### config.mk
export PLATFORM = sky130hd
export DESIGN_NAME = fdi_cell
export DESIGN_NICKNAME = d
export VERILOG_FILES = /design/src/design/fdi_pkg.sv /design/src/design/fdi_cell.sv
export SDC_FILE = /design/constraint.sdc
export NUM_CORES = 1
export LEC_CHECK = 0
export ABC_AREA = 1
export BUFFER_PORTS_ARGS = -buffer_cell sky130_fd_sc_hd__buf_4
export CORE_UTILIZATION = 35
export DETAILED_ROUTE_END_ITERATION = 8
export HOLD_SLACK_MARGIN = 0.12
export PLACE_DENSITY = 0.68
export SETUP_SLACK_MARGIN = 0.05
export SLEW_MARGIN = 15
export SYNTH_ARGS = -nofsm -noshare
export SYNTH_HDL_FRONTEND = slang
export SYNTH_SLANG_ARGS = --single-unit
### constraint.sdc
create_clock -name clk -period 7.8 [get_ports clk]
set_input_delay 0.39 -clock clk [delete_from_list [all_inputs] [get_ports clk]]
set_output_delay 0.39 -clock clk [all_outputs]
set_load 0.05 [all_outputs]
### src/design/fdi_pkg.sv
// Shared types and constants for the fractional differintegrator.
package fdi_pkg;

  localparam int DEPTH_DEF  = 64;
  localparam int SAMPLE_W   = 32;
  localparam int WEIGHT_W   = 32;
  localparam int ORDER_W    = 14;
  localparam int DECAY_W    = 16;
  localparam int SCALE_W    = 32;
  localparam int RESULT_W   = 48;
  localparam int CFG_ADDR_W = 2;
  localparam int CFG_DATA_W = 32;

  localparam logic signed [WEIGHT_W-1:0] ONE_Q30 = 32'sh4000_0000;
  localparam logic signed [WEIGHT_W-1:0] W_MAX   = 32'sh7FFF_FFFF;
  localparam logic signed [WEIGHT_W-1:0] W_MIN   = 32'sh8000_0000;
  localparam logic signed [ORDER_W-1:0]  Q_MAX   = 14'sd4096;
  localparam logic signed [ORDER_W-1:0]  Q_MIN   = -14'sd4096;

  localparam logic signed [ORDER_W-1:0]  ORDER_RST = 14'sd2048;
  localparam logic [DECAY_W-1:0]         DECAY_RST = 16'd0;
  localparam logic [SCALE_W-1:0]         SCALE_RST = 32'd65536;

  localparam logic [CFG_ADDR_W-1:0] CFG_ORDER_Q      = 2'd0;
  localparam logic [CFG_ADDR_W-1:0] CFG_DECAY_FACTOR = 2'd1;
  localparam logic [CFG_ADDR_W-1:0] CFG_OUTPUT_SCALE = 2'd2;

  typedef struct packed {
    logic clr;
    logic push;
    logic rot;
    logic wld;
  } cell_ctrl_t;

  typedef struct packed {
    logic vld;
    logic done;
  } wg_stat_t;

  typedef enum logic [2:0] {
    ST_INIT,
    ST_BUILD,
    ST_IDLE,
    ST_FOLD,
    ST_SHIFT,
    ST_ROT,
    ST_DRAIN,
    ST_RES
  } top_state_t;

  typedef enum logic [2:0] {
    WG_IDLE,
    WG_EMIT,
    WG_MUL,
    WG_ABS,
    WG_DIV,
    WG_SAT
  } wg_state_t;

endpackage

### src/design/fdi_cell.sv
// One chain cell: a history sample and its weight.
module fdi_cell import fdi_pkg::*; (
  input  logic                       clk,
  input  logic                       rst_n,
  input  cell_ctrl_t                 ctrl,
  input  logic signed [SAMPLE_W-1:0] hist_dn_in,
  input  logic signed [SAMPLE_W-1:0] hist_up_in,
  input  logic signed [WEIGHT_W-1:0] wt_up_in,
  output logic signed [SAMPLE_W-1:0] hist_out,
  output logic signed [WEIGHT_W-1:0] wt_out
);

  logic signed [SAMPLE_W-1:0] hist_r, hist_nxt;
  logic signed [WEIGHT_W-1:0] wt_r, wt_nxt;

  always_comb begin
    hist_nxt = hist_r;
    wt_nxt   = wt_r;
    priority if (ctrl.clr) begin
      hist_nxt = '0;
    end else if (ctrl.push) begin
      hist_nxt = hist_dn_in;
    end else if (ctrl.rot) begin
      hist_nxt = hist_up_in;
      wt_nxt   = wt_up_in;
    end else if (ctrl.wld) begin
      wt_nxt = wt_up_in;
    end
  end

  always_ff @(posedge clk) begin
    if (!rst_n) begin
      hist_r <= '0;
    end else begin
      hist_r <= hist_nxt;
    end
  end

  always_ff @(posedge clk) begin
    wt_r <= wt_nxt;
  end

  assign hist_out = hist_r;
  assign wt_out   = wt_r;

endmodule

-- Yosys cells after proc, flatten, opt, wreduce, memory -nomap -nowiden
Index checks and enable logic that the tools add are counted.
- $lt $le $gt $ge: 0
- $mul: 0
- muxes and demuxes: 4
- add/sub/neg operators: 0
- equality and inequality tests: 0
- bitwise logic cells: 3
- reduce and logical (&&, ||, !) cells: 4
- div/mod/pow operators: 0
- shifts and indexed selects: 0
- operators by type and width (kind ; number):
    two-way mux 32 bit ; 4
    nonzero test 2 bit ; 2
    NOT 1 bit ; 3
    AND reduction 3 bit ; 1
    OR reduction 2 bit ; 1
- output and inout bits: 64
- flip-flop bits (word level): 64
- memories: 0
- word-level logic and storage cells: 13
- input bits: 102
- RAM bits: 0
- bits in read-only memories: 0
- bits in latches: 0

-- Longest topological paths before layout
- depth in word-level cells: 2
- mapped depth: 7
- gate-level depth less buffers: 5

-- Worst setup path after synthesis
OpenSTA, ideal clock, no wires.
- path type: in2reg
- start: input port ctrl[1] (netlist name)
- end: register wt_r[0], in the netlist wt_out[0], enable pin
- data required time: 7.339 ns
- setup slack: 4.355 ns
- stages on the path: 4
- path buffers: 2
- setup time: 0.461 ns
- data arrival time: 2.984 ns
- path through: buf_4 buf_2 nor2_1 nor3_1
- longest elaborated chain between the ends: 2
- RTL lines (what ; RTL line ; source):
    start, declared ; fdi_cell.sv:5 ; input cell_ctrl_t ctrl,
    nonzero test 2 bit (no line) ; n/a ;
    AND reduction 3 bit (no line) ; n/a ;
    end signal, assigned ; fdi_cell.sv:40 ; wt_r <= wt_nxt;
    end, declared ; fdi_cell.sv:14 ; logic signed [WEIGHT_W-1:0] wt_r, wt_nxt;
Every way passes these cells.
A chain may end at the register's enable or synchronous reset.

-- Final worst setup path
- start: input port ctrl[1] (netlist name)
- end: register wt_r[27], in the netlist wt_out[27], enable pin
The elaborated chain is that of the path after synthesis.

==> reports/metrics.cfg <==
[logic_synthesis]
synth-xor-area-share=0
syn_area_mm2=0.00256
synth-adder-area-share=0
synthesis.instances=279
synth_area_leaders=edfxtp_1, dfxtp_1, nand2_1
synth_top_cell_by_area=edfxtp_1
synth_seq_cells=64
ys_warn_count=0
synth-compound-area-share=0
synth.area.mux_share=0
synth.distinct_cells=12
synth-simple-area-share=0.279
synth_top_family_by_area=simple AND/OR/NAND/NOR gates
syn_area_per_cell_um2=9.17
seq_area_frac_synth=0.626
synth.net_count=381
synth_top_area_frac=0.376

[sta]
drv_slew=0
tns_ns=0
setup_viol=0
worst_pin_slew_ns=0.548
fmax_mhz=740
hold_violations=0
rsz0062_at_grt=no
finalClockSkew_ns=0
maxSlewHeadroom=0.634
post-route-period-util=0.173
whs_ns=0.231
period_minus_slack_ns=1.35

[clock_network]
ctsHtreeMaxLevel=3
cts.sinks=64
clkLatencyLatePin_ns=0.33
clock-root-buffer=clkbuf_8
hold_buffers=0
cts_buffers=9
cts_setup_buffers=0
cts_tree=yes
clk_pin_slew_ns=0.08
post_cts_resized=0
max-clock-path-buffers=2

[pwr]
power_frac_seq=0.440
swShare=0.279
clkPwrFrac=0.367
p_comb_frac=0.193
power_leakage_uw=0.00211
ir_drop_mv=0.0872
switchingPower_uw=240
p_per_area_mw_per_mm2=212
p_int_uw=619

[global_routing]
grt_pass1_wl_um=10000
grt_use_total=0.172
antenna_found_initial=0
overflow=0
grt_pass1_vias=2164
grt_max_degree=36

[final_layout]
fin_nets=542
area_growth_pct=58.2
final_common_cell=buf_4
diodes=0
drive_gt1_frac=0.420
layout_common_cells=buf_4, nand2_1, nand3_1

[worst_setup_path]
crit_path_cell_trace=buf_4 > nor2_1 > nor3_2 > buf_4
crit_required_ns=7.79
path_delay_family=buffers and inverters
max_stage_delay_ns=0.37
cpMaxStageDelayCell=buf_4
worstSetupStartpointType=primary input
arrival_ns=1.34
crit_top_cell=buf_4
crit_path_end_kind=flip-flop
cp.buffers_inverters=2
worst-path-max-fanout=34
criticalPathCategory=primary input to flip-flop

[detailed_routing]
via_per_inst=4.42
drt_iter0_markers=59
drc=0
wl_per_cell_um=12.6
dr.pass1.iters=5
final_antenna_net_count=0
vias=2393
totalWireLength_um=6800

[floorplanning]
rows=30
dieArea_mm2=0.00766
core_area_mm2=0.00694
chipWidth_um=87.5
die_h_um=87.5
ioPinCount=166
start_util=0.368

[hold_path]
hold_path_class=primary input to flip-flop

[outcome]
status=complete, no violations

[placed_design]
port-buffer-count=165
place_congestion=0.705
hpwl_um=4910

[job]
maxCapViolations=0

[state kept, by name, indices dropped and copies added, names as in the netlist]
name,count
wt_out,32
hist_out,32
[through the flow]
step	instance area (um2)	cells	utilization	worst slack (ns)	power (uW)
floorplan	2560	279	-	4.35	483
global placement	3820	525	0.551	6.09	551
detailed placement	3820	525	0.551	6.09	553
CTS	4050	541	0.583	6.45	871
global route	4050	541	0.583	6.37	896
finish	4050	541	0.583	6.45	860
[routing by layer]
layer	up-vias	part of all wire	track usage
met1	1041	0.41	0.203
met4	0	0.0084	0.0581
met5	-	0	0
met3	5	0.11	0.0578
li1	1210	-	-
met2	137	0.48	0.295
[power by group through the flow]
stage / sequential (uW) / combinational (uW) / clock [uW]
floorplan: 447 / 36.4 / 0
global placement: 385 / 166 / 0
detailed placement: 386 / 168 / 0
CTS: 378 / 168 / 325
global route: 380 / 176 / 340
finish: 378 / 166 / 315
[cell usage after synthesis (all sizes together)]
master,count
buf,17
dfxtp,32
edfxtp,32
inv,34
nand2,96
nand3,64
nor2,3
nor3,1
[worst reg2reg max path, cell delays in order (launching register included)]
cell and delay [ns]:
dfxtp_1 0.32, nand2_1 0.06, nand3_1 0.08, nand2_1 0.07, inv_1 0.04
[worst paths after layout]
path	start	end	slack (ns)	depth (start not counted)
hold / removal	wt_up_in[13]	wt_out[13]	0.23	1
setup / recovery	ctrl[1]	wt_out[27]	6.45	4
setup reg to reg	hist_out[24]	hist_out[24]	7.15	4
hold reg to reg	hist_out[15]	hist_out[15]	0.54	4
[layout make-up]
| type | instances | area [um2] |
|---|---|---|
| fillers | 611 | 2900 |
| flip-flops and latches | 64 | 1600 |
| repair buffers | 167 | 1250 |
| multi-input cells | 164 | 721 |
| inverters | 34 | 128 |
| clock buffers | 9 | 124 |
| well taps | 96 | 120 |
| clock inverters | 7 | 100 |
[cells by family after synthesis]
group,count (synthesis)
buf+inv,51
flops,64
simple gates,164
Power figures use the tool's default switching activity.
