==> config.mk <==
export PLATFORM = sky130hd
export DESIGN_NAME = fdi_wgen
export DESIGN_NICKNAME = d
export VERILOG_FILES = /design/src/design/fdi_pkg.sv /design/src/design/fdi_wgen.sv
export SDC_FILE = /design/constraint.sdc
export NUM_CORES = 2
export LEC_CHECK = 0
export ABC_AREA = 1
export BUFFER_PORTS_ARGS = -buffer_cell sky130_fd_sc_hd__buf_2
export CAP_MARGIN = 10
export CORE_ASPECT_RATIO = 1.75
export CORE_UTILIZATION = 56
export DETAILED_ROUTE_END_ITERATION = 10
export GPL_ROUTABILITY_DRIVEN = 0
export PLACE_DENSITY = 0.75
export REMOVE_ABC_BUFFERS = 1
export SLEW_MARGIN = 30
export SYNTH_ARGS = -nofsm -noshare
export SYNTH_HDL_FRONTEND = slang
export SYNTH_SLANG_ARGS = --single-unit
==> constraint.sdc <==
create_clock -name clk -period 8.1 [get_ports clk]
set_input_delay 2.025 -clock clk [delete_from_list [all_inputs] [get_ports clk]]
set_output_delay 2.025 -clock clk [all_outputs]
set_load 0.02 [all_outputs]
==> src/design/fdi_pkg.sv <==
// Shared types and constants for the fractional differintegrator.
package fdi_pkg;

  localparam int DEPTH_DEF  = 64;
  localparam int SAMPLE_W   = 32;
  localparam int WEIGHT_W   = 32;
  localparam int ORDER_W    = 14;
  localparam int DECAY_W    = 16;
  localparam int SCALE_W    = 32;
  localparam int RESULT_W   = 48;
  localparam int CFG_ADDR_W = 2;
  localparam int CFG_DATA_W = 32;

  localparam logic signed [WEIGHT_W-1:0] ONE_Q30 = 32'sh4000_0000;
  localparam logic signed [WEIGHT_W-1:0] W_MAX   = 32'sh7FFF_FFFF;
  localparam logic signed [WEIGHT_W-1:0] W_MIN   = 32'sh8000_0000;
  localparam logic signed [ORDER_W-1:0]  Q_MAX   = 14'sd4096;
  localparam logic signed [ORDER_W-1:0]  Q_MIN   = -14'sd4096;

  localparam logic signed [ORDER_W-1:0]  ORDER_RST = 14'sd2048;
  localparam logic [DECAY_W-1:0]         DECAY_RST = 16'd0;
  localparam logic [SCALE_W-1:0]         SCALE_RST = 32'd65536;

  localparam logic [CFG_ADDR_W-1:0] CFG_ORDER_Q      = 2'd0;
  localparam logic [CFG_ADDR_W-1:0] CFG_DECAY_FACTOR = 2'd1;
  localparam logic [CFG_ADDR_W-1:0] CFG_OUTPUT_SCALE = 2'd2;

  typedef struct packed {
    logic clr;
    logic push;
    logic rot;
    logic wld;
  } cell_ctrl_t;

  typedef struct packed {
    logic vld;
    logic done;
  } wg_stat_t;

  typedef enum logic [2:0] {
    ST_INIT,
    ST_BUILD,
    ST_IDLE,
    ST_FOLD,
    ST_SHIFT,
    ST_ROT,
    ST_DRAIN,
    ST_RES
  } top_state_t;

  typedef enum logic [2:0] {
    WG_IDLE,
    WG_EMIT,
    WG_MUL,
    WG_ABS,
    WG_DIV,
    WG_SAT
  } wg_state_t;

endpackage

==> src/design/fdi_wgen.sv <==
// Weight table generator: multiply, then bit-serial divide per weight.
module fdi_wgen import fdi_pkg::*; #(
  parameter int DEPTH = DEPTH_DEF
) (
  input  logic                       clk,
  input  logic                       rst_n,
  input  logic                       start,
  input  logic signed [ORDER_W-1:0]  order_q,
  output wg_stat_t                   stat,
  output logic signed [WEIGHT_W-1:0] w_val
);

  localparam int KW = $clog2(DEPTH);
  localparam int FW = KW + 14;
  localparam int PW = WEIGHT_W + FW;
  localparam int DW = PW - 12;
  localparam int CW = $clog2(DW + 1);
  localparam logic [KW-1:0] K_LAST   = KW'(DEPTH - 1);
  localparam logic [CW-1:0] CNT_LAST = CW'(DW - 1);

  wg_state_t state_r, state_nxt;

  logic [KW-1:0]              k_r;
  logic signed [ORDER_W-1:0]  qc_r;
  logic signed [WEIGHT_W-1:0] w_r;
  logic signed [PW-1:0]       p_r;
  logic [DW-1:0]              dvd_r;
  logic [KW-1:0]              rem_r;
  logic                       neg_r;
  logic [CW-1:0]              cnt_r;

  logic signed [ORDER_W-1:0]  q_clamp;
  logic signed [FW-1:0]       factor;
  logic signed [PW-1:0]       p_neg;
  logic [PW-1:0]              p_mag;
  logic [KW-1:0]              div_d;
  logic [KW:0]                rs;
  logic [KW:0]                rs_sub;
  logic                       ge;
  logic [KW-1:0]              rem_step;
  logic                       hi_pos;
  logic                       hi_neg;
  logic [WEIGHT_W-1:0]        w_mag;
  logic signed [WEIGHT_W-1:0] w_sat;

  always_comb begin
    if (order_q > Q_MAX) begin
      q_clamp = Q_MAX;
    end else if (order_q < Q_MIN) begin
      q_clamp = Q_MIN;
    end else begin
      q_clamp = order_q;
    end
  end

  assign factor   = $signed({2'b00, k_r, 12'b0}) - {{(FW-ORDER_W){qc_r[ORDER_W-1]}}, qc_r};
  assign p_neg    = -p_r;
  assign p_mag    = p_r[PW-1] ? p_neg : p_r;
  assign div_d    = k_r + KW'(1);
  assign rs       = {rem_r, dvd_r[DW-1]};
  assign ge       = rs >= {1'b0, div_d};
  assign rs_sub   = rs - {1'b0, div_d};
  assign rem_step = ge ? rs_sub[KW-1:0] : rs[KW-1:0];

  assign hi_pos = |dvd_r[DW-1:WEIGHT_W-1];
  assign hi_neg = (|dvd_r[DW-1:WEIGHT_W]) ||
                  (dvd_r[WEIGHT_W-1] && (|dvd_r[WEIGHT_W-2:0]));
  assign w_mag  = dvd_r[WEIGHT_W-1:0];

  always_comb begin
    if (neg_r) begin
      w_sat = hi_neg ? W_MIN : -$signed(w_mag);
    end else begin
      w_sat = hi_pos ? W_MAX : $signed(w_mag);
    end
  end

  always_comb begin
    state_nxt = state_r;
    unique case (state_r)
      WG_IDLE: if (start) state_nxt = WG_EMIT;
      WG_EMIT: state_nxt = (k_r == K_LAST) ? WG_IDLE : WG_MUL;
      WG_MUL:  state_nxt = WG_ABS;
      WG_ABS:  state_nxt = WG_DIV;
      WG_DIV:  if (cnt_r == CNT_LAST) state_nxt = WG_SAT;
      WG_SAT:  state_nxt = WG_EMIT;
      default: state_nxt = WG_IDLE;
    endcase
  end

  always_comb begin
    stat.vld  = (state_r == WG_EMIT);
    stat.done = (state_r == WG_EMIT) && (k_r == K_LAST);
    w_val     = w_r;
  end

  always_ff @(posedge clk) begin
    if (!rst_n) begin
      state_r <= WG_IDLE;
    end else begin
      state_r <= state_nxt;
    end
  end

  always_ff @(posedge clk) begin
    unique case (state_r)
      WG_IDLE: begin
        if (start) begin
          w_r  <= ONE_Q30;
          k_r  <= '0;
          qc_r <= q_clamp;
        end
      end
      WG_MUL: begin
        p_r <= w_r * factor;
      end
      WG_ABS: begin
        dvd_r <= p_mag[PW-1:12];
        neg_r <= p_r[PW-1];
        rem_r <= '0;
        cnt_r <= '0;
      end
      WG_DIV: begin
        dvd_r <= {dvd_r[DW-2:0], ge};
        rem_r <= rem_step;
        cnt_r <= cnt_r + CW'(1);
      end
      WG_SAT: begin
        w_r <= w_sat;
        k_r <= k_r + KW'(1);
      end
      default: begin
      end
    endcase
  end

endmodule

After elaboration in Yosys (flattened, before gate mapping)
Cells that the tools add are included.
{ "totals": {"elab_cells": 59, "out_inout_bits": 34, "input_bits": 17, "register_bits": 160} }
{ "classes": {"mux": 17, "add_sub_neg": 6, "order_cmp": 3, "n_eq_ne": 9, "n_mul": 1, "n_reduce_logical": 13} }
{ "ops": {"columns": ["op", "count"], "rows": [
  ["two-way mux 32 bit", 4],
  ["one-hot mux 40 bit (2 select lines)", 1],
  ["one-hot mux 32 bit (2 select lines)", 1],
  ["multiplier 32 x 20 -> 52 bit", 1],
  ["two-way mux 52 bit", 1],
  ["negator 52 bit", 1],
  ["one-hot mux 6 bit (2 select lines)", 3],
  ["negator 32 bit", 1],
  ["OR reduction 31 bit", 1],
  ["subtractor 19 x 14 -> 20 bit", 1],
  ["one-hot mux 3 bit (6 select lines)", 1],
  ["greater-than comparator 14 bit (second input constant)", 1],
  ["less-than comparator 14 x 13 -> 1 bit (second input constant)", 1],
  ["two-way mux 14 bit", 1],
  ["adder 6 x 1 -> 6 bit (second input constant)", 2],
  ["equality test 6 bit (second input constant)", 2],
  ["two-way mux 6 bit", 2],
  ["OR reduction 9 bit", 1],
  ["OR reduction 8 bit", 1],
  ["greater-or-equal comparator 7 x 6 -> 1 bit", 1],
  ["equality test 3 x 2 -> 1 bit (second input constant)", 2],
  ["equality test 3 bit (second input constant)", 2],
  ["two-way mux 3 bit", 2],
  ["AND reduction 2 bit", 3],
  ["other kinds (9)", 12]
]} }

Logic depth before layout (Yosys ltp)
{ "depth": {"word_depth": 6, "mapped_depth": 39, "depth_no_buf": 36} }

Least setup slack after synthesis
No wires, ideal clock.
{ "synth_timing": {"path_type": "reg-to-reg", "from": "register qc_r[0]", "to": "register p_r[51], data pin", "stages_incl_launch_ff": 36, "n_path_buf": 3, "synth_period_minus_slack_ns": 7.084, "required_ns": 7.847, "setup_slack_ns": 1.016, "setup_ns": 0.253, "arrival_time_ns": 6.831, "path_cell_list": "edfxtp_1 > buf_6 > clkbuf_1 > inv_1 > ha_1 > nand4_1 > nor2_1 > nand3_1 > inv_1 > nand2_1 > nand2_1 > inv_1 > clkbuf_1 > nand2_1 > fa_1 > inv_1 > fa_1 > inv_1 > fa_1 > inv_1 > fa_1 > fa_1 > fa_1 > inv_1 > fa_1 > inv_1 > ha_1 > nand2_1 > nor2_1 > inv_1 > nor3_1 > nand2_1 > nor2_1 > nand2_1 > nand3_1 > nand2_1"} }
{ "synth_between": {"elab_chain_cells": 2} }
{ "synth_lines": {"columns": ["element", "line_no", "text"], "rows": [
  ["start, declared", "fdi_wgen.sv:24", "logic signed [ORDER_W-1:0] qc_r;"],
  ["start signal, assigned", "fdi_wgen.sv:111", "qc_r <= q_clamp;"],
  ["subtractor 19 x 14 -> 20 bit", "fdi_wgen.sv:56", "assign factor = $signed({2'b00, k_r, 12'b0}) - {{(FW-ORDER_W){qc_r[ORDER_W-1]}}, qc_r};"],
  ["multiplier 32 x 20 -> 52 bit", "fdi_wgen.sv:115", "p_r <= w_r * factor;"],
  ["end signal, assigned", "fdi_wgen.sv:115", null],
  ["end, declared", "fdi_wgen.sv:26", "logic signed [PW-1:0] p_r;"]
]} }
No other way between the ends.
A chain may end at the register's enable or synchronous reset.

Final worst setup path
{ "layout_timing": {"from": "register qc_r[1]", "to": "register p_r[43], data pin"} }
The elaborated chain is that of the path after synthesis.

==> flow_metrics.tcl <==
set metrics [dict create \
    hpwl_mm 87.42 \
    via_per_inst 5.733 \
    port_buffers 50 \
    critPathMaxStageDelay_ns 0.61 \
    synthMuxAreaShare_pct 0 \
    critPathKind "reg -> reg" \
    synth_xor_area_share_pct 2.033 \
    synth_cells 4369 \
    ys_warn_count 0 \
    min_period_ns 7.870 \
    layout_commonest_cell "inv_1" \
    slew_headroom_pct 24.08 \
    synthAdderAreaFrac_pct 43.38 \
    status "finished, final reports clean" \
    drive_above_1_share_pct 5.354 \
    yosys.area_share.simple_pct 22.52 \
    route.detailed.drc 0 \
    design.core.area_um2 59350 \
    max_freq_mhz 127.1 \
    area_delta_synth_final_pct 6.367 \
    clock_path_buffers 2 \
    grt_pass1_wl_mm 168.1 \
    r2r-start "qc_r[1]$_SDFFCE_PP0P_" \
    wire_per_inst_um 21.16 \
    firstDrtPassIters 6 \
    cts_buffers 17 \
    die_h_um 326.3 \
    finalCritPeriodShare_pct 97.16 \
    rr_endpoint "p_r[43]$_DFFE_PP_" \
    path_max_fanout 20 \
    die_area_um2 61140 \
    cp-endpoint "p_r[43]$_DFFE_PP_" \
    rows 118 \
    grt_pass1_vias 30880 \
    drv_cap 0 \
    crit_top_cell "fa_1" \
    cts_tree "yes" \
    wirelength_mm 109.4 \
    synth_area_leaders "fa_1, edfxtp_1, inv_1" \
    grt_antenna_before_repair 2 \
    synth_top_family_by_area "adder cells" \
    die_w_um 187.3 \
    ios 51 \
    preCtsSetupSlack_ns -0.2308 \
    cts_max_level 4 \
    cpMaxStageDelayCell "fa_1" \
    seq_area_frac_synth_pct 14.18 \
    final_cell_mix "inv_1, nand2_1, fa_1, nor2_1, nand3_1" \
    finalSetupViolations 0 \
    drt_iter0_drc 2870 \
    r2r_cells 29 \
    cp-end-kind "flop" \
    start_util_pct 56.72 \
    reg2reg_slack_ns 0.23 \
    synth_top_area_cell "fa_1" \
    synth-compound-area-share_pct 3.665 \
    fin_ws_ns 0.2298 \
    dp.cells 5135 \
    critPathArrivalTime_ns 8.08 \
    fin_skew_ns 0.01258 \
    yosysTopAreaCellShare_pct 37.88 \
    grt_max_degree 54 \
    fin_nets 5178 \
    syn-cell-area_um2 33660 \
    synth.avg_cell_area_um2 7.705 \
    startpoint "qc_r[1]$_SDFFCE_PP0P_" \
    clk_latency_ns 0.47 \
    cts_hold_buffers 0 \
    worst-slew-pin-transition_ns 1.139 \
    cp-start-kind "flop" \
    drv_slew 0 \
    ys_ff_latch 160 \
    clock-sinks 160 \
    setup_tns_ns 0 \
    grt-ovfl-total 0 \
    worstPathRequired_ns 8.31 \
    hold_class "reg -> reg" \
    holdWs_ns 0.5636 \
    fill_cells 5271 \
    final_hold_viol_count 0 \
    vias 29640 \
    grt_use_total_pct 36.98 \
    ys_types 45 \
    clk_pin_slew_ns 0.08 \
    clock-root-buffer "clkbuf_16" \
    instances_no_fill 5171 \
    postRouteAntennaNets 0 \
]
how the worst min path moves through the flow:
stage,start,endpoint,slack (ns),depth (start not counted)
after global placement,dvd_r[36]$_DFFE_PN_,dvd_r[37]$_DFFE_PN_,0.53,2
after floorplan,state_r[1]$_SDFFE_PN0P_,state_r[2]$_SDFFE_PN0P_,0.50,2
after detailed placement,dvd_r[32]$_DFFE_PN_,dvd_r[33]$_DFFE_PN_,0.53,2
after CTS,dvd_r[32]$_DFFE_PN_,dvd_r[33]$_DFFE_PN_,0.56,2
after global routing,dvd_r[35]$_DFFE_PN_,dvd_r[36]$_DFFE_PN_,0.57,2
final,dvd_r[35]$_DFFE_PN_,dvd_r[36]$_DFFE_PN_,0.56,2
cells in the mapped netlist:
library cell / n
o211ai_1: 2
buf_2: 28
nor2_4: 1
a211oi_1: 1
nor3_2: 1
nand4_1: 50
nor2_1: 469
buf_6: 4
nand3_1: 267
a21boi_0: 2
o21a_1: 2
edfxtp_1: 157
fa_1: 637
and2_1: 1
nor3_4: 1
inv_2: 8
dfxtp_1: 3
nand2_1: 1016
a31oi_1: 3
xor2_1: 58
buf_1: 10
nand3_2: 1
and3_1: 1
inv_1: 1090
or2_2: 6
clkinv_1: 4
o21ai_1: 3
xnor2_1: 17
buf_4: 2
o21bai_1: 7
o31ai_1: 1
xor2_4: 1
o21ai_2: 2
a21o_1: 2
ha_1: 148
or2_1: 1
a21oi_1: 109
clkbuf_1: 110
o21ai_0: 100
nand3b_1: 12
nor2_2: 6
a221oi_1: 1
nor4_1: 1
nand2_2: 3
nor3_1: 20
worst max-delay path, delay by kind of cell, from the launching register on:
kind                     cells  cell delay (ns)
flip-flops                   1             0.45
adder cells (fa/ha/maj)      9             4.19
AND/OR/NAND/NOR             13             2.00
buffers and inverters        7             0.94
metrics by stage:
| step | utilization [%] | cell area [um^2] |
|---|---|---|
| CTS | 60.15 | 35700 |
| global route | 60.32 | 35800 |
| floorplan | - | 33010 |
| finish | 60.33 | 35810 |
| detailed placement | 59.09 | 35070 |
| global placement | 59.06 | 35060 |
per-layer routing:
| metal | track usage, % | vias up | share of wire (%) |
|---|---|---|---|
| li1 | - | 12900 | - |
| met3 | 6.661 | 652 | 8.4 |
| met4 | 31.63 | 4 | 10 |
| met2 | 64.55 | 1732 | 50 |
| met1 | 38.31 | 14360 | 31 |
| met5 | 0 | - | 0.025 |
sequential cells by signal, summed over array words and instances, names as in the netlist:
signal and count:
state_r 3, w_val 32, neg_r 1, qc_r 14
cnt_r 6, dvd_r 40, p_r 52, k_r 6
rem_r 6
final cells by class:
| class | count | area, um^2 | share of cell area [%] |
|---|---|---|---|
| Sequential cell | 160 | 4775 | 13.33 |
| Timing Repair Buffer | 142 | 1077 | 3.009 |
| Inverter | 1102 | 4148 | 11.58 |
| Multi-Input combinational cell | 2953 | 24230 | 67.67 |
| Clock inverter | 15 | 170.2 | 0.4752 |
| Tap cell | 780 | 975.9 | 2.726 |
| Antenna cell | 2 | 5.005 | 0.01398 |
| Clock buffer | 17 | 425.4 | 1.188 |
cells by family after synthesis:
kind of cell	count (synthesis)
and+or+nand+nor	1857
buffers and inverters	1256
adders and majority gates	785
AOI/OAI and AO/OA	235
DFF	160
xor gates and xnor gates	76
timing repair:
action | in CTS | in global routing
endpoints found under the setup margin | 1 | 28
endpoints found under the hold margin | 0 | 0
resized for setup | 6 | 28
buffers inserted | 0 | 2
pin swaps | 0 | 1
Power is left out: the tool's default activity adds up to more than one toggle a clock period on the data nets, which glitch-free logic cannot reach.
